### src/sv/mieu_pkg.sv
// ----------------------------------------------------------------------------
// mieu_pkg
// Shared types and constants for the MIPS integer execute unit.
// ----------------------------------------------------------------------------
package mieu_pkg;

  localparam int DMEM_WORDS = 1024;
  localparam int DMEM_AW    = $clog2(DMEM_WORDS);

  localparam logic [5:0] OP_SPECIAL = 6'd0;
  localparam logic [5:0] OP_J       = 6'd2;
  localparam logic [5:0] OP_JAL     = 6'd3;
  localparam logic [5:0] OP_BEQ     = 6'd4;
  localparam logic [5:0] OP_BNE     = 6'd5;
  localparam logic [5:0] OP_ADDI    = 6'd8;
  localparam logic [5:0] OP_ADDIU   = 6'd9;
  localparam logic [5:0] OP_SLTI    = 6'd10;
  localparam logic [5:0] OP_SLTIU   = 6'd11;
  localparam logic [5:0] OP_ANDI    = 6'd12;
  localparam logic [5:0] OP_ORI     = 6'd13;
  localparam logic [5:0] OP_XORI    = 6'd14;
  localparam logic [5:0] OP_LUI     = 6'd15;
  localparam logic [5:0] OP_LW      = 6'd35;
  localparam logic [5:0] OP_SW      = 6'd43;

  localparam logic [5:0] FN_SLL     = 6'd0;
  localparam logic [5:0] FN_SRL     = 6'd2;
  localparam logic [5:0] FN_SRA     = 6'd3;
  localparam logic [5:0] FN_JR      = 6'd8;
  localparam logic [5:0] FN_JALR    = 6'd9;
  localparam logic [5:0] FN_SYSCALL = 6'd12;
  localparam logic [5:0] FN_MFHI    = 6'd16;
  localparam logic [5:0] FN_MTHI    = 6'd17;
  localparam logic [5:0] FN_MFLO    = 6'd18;
  localparam logic [5:0] FN_MTLO    = 6'd19;
  localparam logic [5:0] FN_MULT    = 6'd24;
  localparam logic [5:0] FN_MULTU   = 6'd25;
  localparam logic [5:0] FN_DIV     = 6'd26;
  localparam logic [5:0] FN_DIVU    = 6'd27;
  localparam logic [5:0] FN_ADD     = 6'd32;
  localparam logic [5:0] FN_ADDU    = 6'd33;
  localparam logic [5:0] FN_SUB     = 6'd34;
  localparam logic [5:0] FN_SUBU    = 6'd35;
  localparam logic [5:0] FN_AND     = 6'd36;
  localparam logic [5:0] FN_OR      = 6'd37;
  localparam logic [5:0] FN_XOR     = 6'd38;
  localparam logic [5:0] FN_SLT     = 6'd42;
  localparam logic [5:0] FN_SLTU    = 6'd43;

  localparam logic [31:0] SYS_EXIT   = 32'd10;
  localparam logic [31:0] SYS_EXIT2  = 32'd17;
  localparam logic [4:0]  REG_V0     = 5'd2;
  localparam logic [4:0]  REG_A0     = 5'd4;
  localparam logic [4:0]  REG_RA     = 5'd31;

  localparam int OUT_W = 240;

  // Commands from controller to datapath.
  typedef struct packed {
    logic clear;      // clearing pass writes zero at clr_cnt
    logic load;       // capture instruction and read operands
    logic exec;       // execute decoded instruction
    logic mul_step;   // copy the registered product into hi/lo
    logic div_start;
    logic div_step;
    logic finish;     // commit results and load output register
  } mieu_cmd_t;

  // Status from datapath to controller.
  typedef struct packed {
    logic halted;
    logic is_mul;
    logic is_div;
    logic div_done;
    logic clr_last;
  } mieu_stat_t;

endpackage

### src/sv/mieu_control.sv
// ----------------------------------------------------------------------------
// mieu_control
// Sequencer: clearing pass, then load, execute, optional multi-cycle work,
// commit, and the output handshake.
// ----------------------------------------------------------------------------
module mieu_control (
  input  logic                 clk,
  input  logic                 rst,
  input  logic                 s_tvalid,
  output logic                 s_tready,
  output logic                 m_tvalid,
  input  logic                 m_tready,
  output mieu_pkg::mieu_cmd_t  cmd,
  input  mieu_pkg::mieu_stat_t stat
);
  import mieu_pkg::*;

  localparam logic [2:0] ST_CLEAR = 3'd0;
  localparam logic [2:0] ST_IDLE  = 3'd1;
  localparam logic [2:0] ST_EXEC  = 3'd2;
  localparam logic [2:0] ST_MUL   = 3'd3;
  localparam logic [2:0] ST_DIV   = 3'd4;
  localparam logic [2:0] ST_FIN   = 3'd5;

  logic [2:0] state, state_next;
  logic       out_full, out_full_next;

  assign s_tready = state == ST_IDLE && !out_full;
  assign m_tvalid = out_full;

  always_comb begin
    cmd           = '0;
    state_next    = state;
    out_full_next = out_full && !m_tready;
    case (state)
      ST_CLEAR: begin
        cmd.clear = 1'b1;
        if (stat.clr_last) state_next = ST_IDLE;
      end
      ST_IDLE: begin
        if (s_tvalid && s_tready) begin
          cmd.load   = 1'b1;
          state_next = ST_EXEC;
        end
      end
      ST_EXEC: begin
        cmd.exec = 1'b1;
        if (stat.halted) state_next = ST_FIN;
        else if (stat.is_mul) state_next = ST_MUL;
        else if (stat.is_div) begin
          cmd.div_start = 1'b1;
          state_next    = ST_DIV;
        end else state_next = ST_FIN;
      end
      ST_MUL: begin
        cmd.mul_step = 1'b1;
        state_next   = ST_FIN;
      end
      ST_DIV: begin
        cmd.div_step = 1'b1;
        if (stat.div_done) state_next = ST_FIN;
      end
      ST_FIN: begin
        cmd.finish    = 1'b1;
        out_full_next = 1'b1;
        state_next    = ST_IDLE;
      end
      default: state_next = ST_IDLE;
    endcase
  end

  always_ff @(posedge clk) begin
    if (rst) begin
      state    <= ST_CLEAR;
      out_full <= 1'b0;
    end else begin
      state    <= state_next;
      out_full <= out_full_next;
    end
  end

endmodule

### config.mk
export PLATFORM = sky130hd
export DESIGN_NAME = mieu_control
export DESIGN_NICKNAME = d
export VERILOG_FILES = /design/src/sv/mieu_pkg.sv /design/src/sv/mieu_control.sv
export SDC_FILE = /design/constraint.sdc
export NUM_CORES = 1
export LEC_CHECK = 0
export BUFFER_PORTS_ARGS = -buffer_cell sky130_fd_sc_hd__buf_2
export CAP_MARGIN = 10
export CELL_PAD_IN_SITES_DETAIL_PLACEMENT = 1
export CELL_PAD_IN_SITES_GLOBAL_PLACEMENT = 2
export CORE_MARGIN = 3
export CORE_UTILIZATION = 16
export DETAILED_ROUTE_END_ITERATION = 8
export PLACE_DENSITY = 0.67
export SLEW_MARGIN = 40
export SYNTH_ARGS = -nofsm -noshare
export SYNTH_HDL_FRONTEND = slang
export SYNTH_SLANG_ARGS = --single-unit
### constraint.sdc
create_clock -name clk -period 1.1 [get_ports clk]
set_input_delay 0.11 -clock clk [delete_from_list [all_inputs] [get_ports clk]]
set_output_delay 0.11 -clock clk [all_outputs]
set_load 0.02 [all_outputs]
==> impl_metrics.py, run 1 <==
metrics = {
    "cells_and_area": {
        "final_layout_size_suffix_gt1_frac": 0.844,
        "insertedDiodeCount": 0,
        "layout.cells.most_common": "buf_6",
        "post-route-util": 0.476,
        "area_delta_synth_final_pct": 166,
        "fin_nets": 74,
        "most-common-layout-cells": "buf_6 (13), buf_4 (12), buf_2 (9)",
        "final_design_area_no_fill_um2": 643,
        "layout.cells.non_filler": 79,
    },
    "synthesis": {
        "ys_top_cells_by_area": "dfxtp_1 (33%), nor2_1 (6.2%), nor4b_2 (6.2%)",
        "synth.lib_cells_used.distinct": 18,
        "post_synth_and_or_nand_nor_area_fraction": 0.497,
        "netlist_instances": 26,
        "synth_fa_ha_area_frac": 0,
        "netlist_area_um2": 241,
        "synthDominantAreaCellType": "dfxtp_1",
        "synth.yosys.warnings": 0,
        "syn-num-nets": 35,
        "synth.yosys.seq_area_share": 0.332,
        "post_synth_xor_area_fraction": 0,
        "synth_compound_gate_area_share": 0.124,
        "synth_area_per_cell_um2": 9.29,
        "synth.top_cell.area_share": 0.332,
        "synthMuxAreaShare": 0,
        "ys_ff_latch": 4,
        "combinational_family_with_the_most_area_after_synthesis": "simple AND/OR/NAND/NOR gates",
    },
    "placement": {
        "post_dp_cell_area_um2": 425,
        "detailedPlacementHpwl_um": 750,
        "gpl.final_weighted_congestion": 0.645,
        "place_ws_ps": -56.7,
        "placement.io_buffers": 17,
        "dp_cells": 65,
    },
    "die": {
        "fp.dieW_um": 44.9,
        "number_of_placement_rows": 13,
        "floorplan.initialDensity": 0.179,
        "floorplan.io_pins": 18,
        "dieArea_um2": 2010,
        "die_height_um": 44.9,
        "core_um2": 1350,
    },
    "power": {
        "p_leak_uw": 0.000305,
        "p_per_area_nw_per_um2": 961,
        "power.ir.vdd_worst_mv": 0.441,
    },
    "sta": {
        "rsz_0062_raised_after_global_routing": "yes",
        "max_clock_freq_ghz": 0.755,
        "period_share": 1.20,
        "skew_ps": 2.74,
        "slew-limit-headroom": 0.820,
        "finalMaxSlewViolations": 0,
        "final_critical_path_setup_slack_ps": -224,
        "report.final.hold_viol_count": 0,
        "finalCriticalPeriod_ps": 1320,
        "slew_at_the_pin_closest_to_its_max_slew_limit_ps": 270,
        "setup_viol": 11,
    },
    "grt": {
        "grt_start_max_net_pins": 8,
        "gr-total-overflow": 0,
        "first_global_vias": 365,
        "grtUsageTotal": 0.128,
        "grt_pass1_wl_um": 1790,
        "grt_antenna_before_repair": 0,
    },
    "cts": {
        "clock_transition_at_path_regs_ps": 50,
        "ctsLongestPathBuffers": 2,
        "holdBufCountCts": 0,
        "clock_root_buffer_master": "clkbuf_4",
        "clock_sinks": 4,
        "h-tree-depth": 1,
        "tritoncts.num_buffers": 3,
        "insertion_delay_ps": 250,
        "tritoncts_clock_tree": "built",
    },
    "drt": {
        "viasPerCell": 4.46,
        "route.antenna.remaining_nets": 0,
        "first_iter_violations": 0,
        "totalWireLength_um": 1200,
        "wl_per_cell_um": 15.2,
        "drt_pre_antenna_iters": 1,
        "route.vias.total": 352,
        "detail_route.drc_violations": 0,
    },
    "setup_path": {
        "timing.setup.critical_path_class": "register to primary output",
        "crit_path_start_kind": "register",
        "worstPathMaxFanout": 6,
        "timing.reg2reg.setup_slack_ps": -80,
        "cp.required_ps": 990,
        "timing.critical_path.arrival_ps": 1210,
        "critical_path.endpoint_type": "primary output",
    },
    "min_path": {
        "worst_hold_path_type": "input port to register",
    },
    "outcome": {
        "outcome": "finished, violations left",
        "violations": "setup timing",
    },
    "job": {
        "max_cap_viol_count": 0,
    },
}
synth_stat cells, drive strengths merged:
library cell,instances
inv,3
and3b,1
a32oi,1
nor2,4
nor3,1
a31oi,1
or3b,1
nor4,1
a21oi,1
a2111oi,1
dfxtp,4
and3,2
and2,2
nor3b,2
nor4b,1
registers in the layout, indices dropped and copies added (netlist names):
signal,count
state,3
m_tvalid,1
cells by family after synthesis:
kind of cell           count (synthesis)
DFF                                    4
buffers and inverters                  3
AOI/OAI and AO/OA                      4
and+or+nand+nor                       15
report_power, final:
part	switching [µW]	leakage (µW)	internal, µW
sequential	18.0	0.0000355	150
clock	85.8	0.0000150	138
combinational	91.8	0.000255	135
total	196	0.000305	423
path summary, 6_finish.rpt:
path / cells after the start / startpoint / endpoint
hold / removal: 2 / rst / m_tvalid
setup / recovery: 3 / state[2] / cmd[5]
setup reg to reg: 5 / state[2] / state[0]
hold reg to reg: 3 / m_tvalid / m_tvalid
metrics by stage:
stage	power, µW	setup TNS (ps)	hold WS, ps
floorplan	241	-278	173
global placement	306	-13.9	340
detailed placement	310	-77.5	341
CTS	560	-1370	89.3
global route	652	-1950	91.0
finish	618	-1420	74.7
worst max-delay path: stages, from the launching register on:
cell and delay [ps]:
dfxtp_4 370, nor4b_4 290, and2_4 200, buf_6 110
final cells by class:
type,instances,area (µm²)
fill,165,707
timing repair buffer,34,282
multi-input combinational,19,208
sequential,4,95.1
clock buffer,4,26.3
tap,15,18.8
inverter,3,13.8
metal layers:
metal  routed length, µm  global-route usage  vias to the layer above
met5                   0                   0                        -
met2                 689               0.209                        9
li1                    -                   -                      170
met4                   9              0.0702                        0
met3                  54              0.0478                        2
met1                 444               0.143                      171
repair_timing:
item                                    4_1_cts  5_1_grt
setup buffers                                 5        6
pin swaps                                     5        8
endpoints found under the setup margin        9       12
resized for setup                            17       15
Power figures use the tool's default switching activity.
==> inputs of run 2 (changes only) <==
Settings changed: CORE_AREA from default to 3 3 40 42, CORE_MARGIN 3 to default, CORE_UTILIZATION 16 to default, DIE_AREA from default to 0 0 43 45, PLACE_DENSITY 0.67 to 0.72.
Clock period 1.1 ns to 1.7 ns, I/O delays scaled along.
==> impl_metrics.py, run 2 (synthesis results as in run 1) <==
metrics = {
    "outcome": {
        "outcome": "finished clean",
    },
    "die": {
        "die_height_um": 45,
        "floorplan.io_pins": 18,
        "floorplan.initialDensity": 0.188,
        "fp.dieW_um": 43,
        "dieArea_um2": 1940,
        "core_um2": 1280,
        "number_of_placement_rows": 13,
    },
    "sta": {
        "fin_tns_setup_ps": 0,
        "finalMaxSlewViolations": 0,
        "report.final.hold_viol_count": 0,
        "rsz_0062_raised_after_global_routing": "no",
        "slew_at_the_pin_closest_to_its_max_slew_limit_ps": 455,
        "finalCriticalPeriod_ps": 1540,
        "slew-limit-headroom": 0.696,
        "final_critical_path_setup_slack_ps": 163,
        "setup_viol": 0,
        "skew_ps": 1.08,
        "period_share": 0.904,
        "max_clock_freq_ghz": 0.651,
    },
    "job": {
        "max_cap_viol_count": 0,
    },
    "cts": {
        "tritoncts.num_buffers": 3,
        "clock_sinks": 4,
        "post_cts_buffers": 0,
        "tritoncts_clock_tree": "built",
        "clock_root_buffer_master": "clkbuf_4",
        "cts.repair.resized": 0,
        "h-tree-depth": 1,
        "ctsLongestPathBuffers": 2,
        "clock_transition_at_path_regs_ps": 40,
        "insertion_delay_ps": 230,
        "holdBufCountCts": 0,
    },
    "min_path": {
        "min_from": "rst",
        "min_path_cells": 2,
        "worst_hold_path_type": "input port to register",
    },
    "cells_and_area": {
        "most-common-layout-cells": "buf_2 (17), nor2_1 (4), dfxtp_1 (4)",
        "insertedDiodeCount": 0,
        "layout.cells.most_common": "buf_2",
        "largest_reg_flops": 3,
        "area_delta_synth_final_pct": 52.3,
        "layout.cells.non_filler": 61,
        "final_layout_size_suffix_gt1_frac": 0.587,
        "top_register": "state",
        "fin_nets": 57,
    },
    "placement": {
        "placement.io_buffers": 17,
        "place_ws_ps": 378,
        "dp_cells": 58,
        "gpl.final_weighted_congestion": 0.696,
        "detailedPlacementHpwl_um": 576,
    },
    "drt": {
        "route.vias.total": 264,
        "first_iter_violations": 1,
        "totalWireLength_um": 676,
        "drt_pre_antenna_iters": 2,
        "route.antenna.remaining_nets": 0,
        "wl_per_cell_um": 11.1,
        "detail_route.drc_violations": 0,
        "viasPerCell": 4.33,
    },
    "grt": {
        "first_global_vias": 285,
        "grt_pass1_wl_um": 1150,
        "grt_start_max_net_pins": 9,
        "grtUsageTotal": 0.0799,
        "gr-total-overflow": 0,
        "grt_antenna_before_repair": 0,
    },
    "setup_path": {
        "cp.required_ps": 1530,
        "r2r-start": "state[2]",
        "timing.critical_path.from": "state[0]",
        "timing.critical_path.cells": "nor4b_2 > and2_4 > buf_2",
        "worstPathMaxFanout": 8,
        "rr_worst_depth": 3,
        "timing.setup.critical_path_class": "register to primary output",
        "crit_path_start_kind": "register",
        "critical_path.endpoint_type": "primary output",
        "cp_slowest_cell": "dfxtp_1",
        "worst_stage_delay_on_the_critical_path_ps": 430,
        "timing.critical_path.arrival_ps": 1370,
    },
    "power": {
        "power.ir.vdd_worst_mv": 0.244,
        "power.total_uw": 287,
        "p_leak_uw": 0.000188,
        "p_per_area_nw_per_um2": 779,
    },
}
[run 2: changes by cell type in the layout (fill, tap and decap cells not counted), moves of 4 or more]
cell     before  now
buf_6        13    0
buf_4        12    0
buf_2         9   17
dfxtp_1       0    4
dfxtp_4       4    0
[run 2: power breakdown]
| group | switching (µW) | internal (µW) | leakage [µW] |
|---|---|---|---|
| combinational | 36.2 | 29.9 | 0.000142 |
| sequential | 9.24 | 99.8 | 0.0000327 |
| clock | 32.9 | 78.6 | 0.0000138 |
[run 2: cell type report]
| class | instances | area, µm² |
|---|---|---|
| fillers | 160 | 917 |
| multi-input cells | 19 | 150 |
| repair buffers | 17 | 85.1 |
| flip-flops and latches | 4 | 80.1 |
| clock buffers | 3 | 22.5 |
| well taps | 15 | 18.8 |
| inverters | 3 | 11.3 |
[run 2: critical path: cells and delay by family (launching register included)]
| kind | cells | cell delay, ps |
|---|---|---|
| flip-flops | 1 | 430 |
| buffers and inverters | 1 | 160 |
| AND/OR/NAND/NOR | 2 | 550 |
[run 2: path summary, 6_finish.rpt]
kind	endpoint	slack, ps
setup reg to reg	state[0]	490
hold / removal	m_tvalid	160
setup / recovery	cmd[5]	160
hold reg to reg	m_tvalid	530
[run 2: per-stage QoR]
step,hold slack (ps),cell area (µm²),utilization
after floorplan,241,241,-
after global placement,407,345,0.269
after detailed placement,400,345,0.269
after CTS,159,368,0.286
after global routing,162,368,0.286
final,162,368,0.286
[run 2: routing by layer]
| metal | GRT usage | routed length (µm) |
|---|---|---|
| met4 | 0.0361 | 0 |
| met3 | 0.0359 | 47 |
| met1 | 0.0986 | 306 |
| met2 | 0.120 | 322 |
| met5 | 0 | 0 |
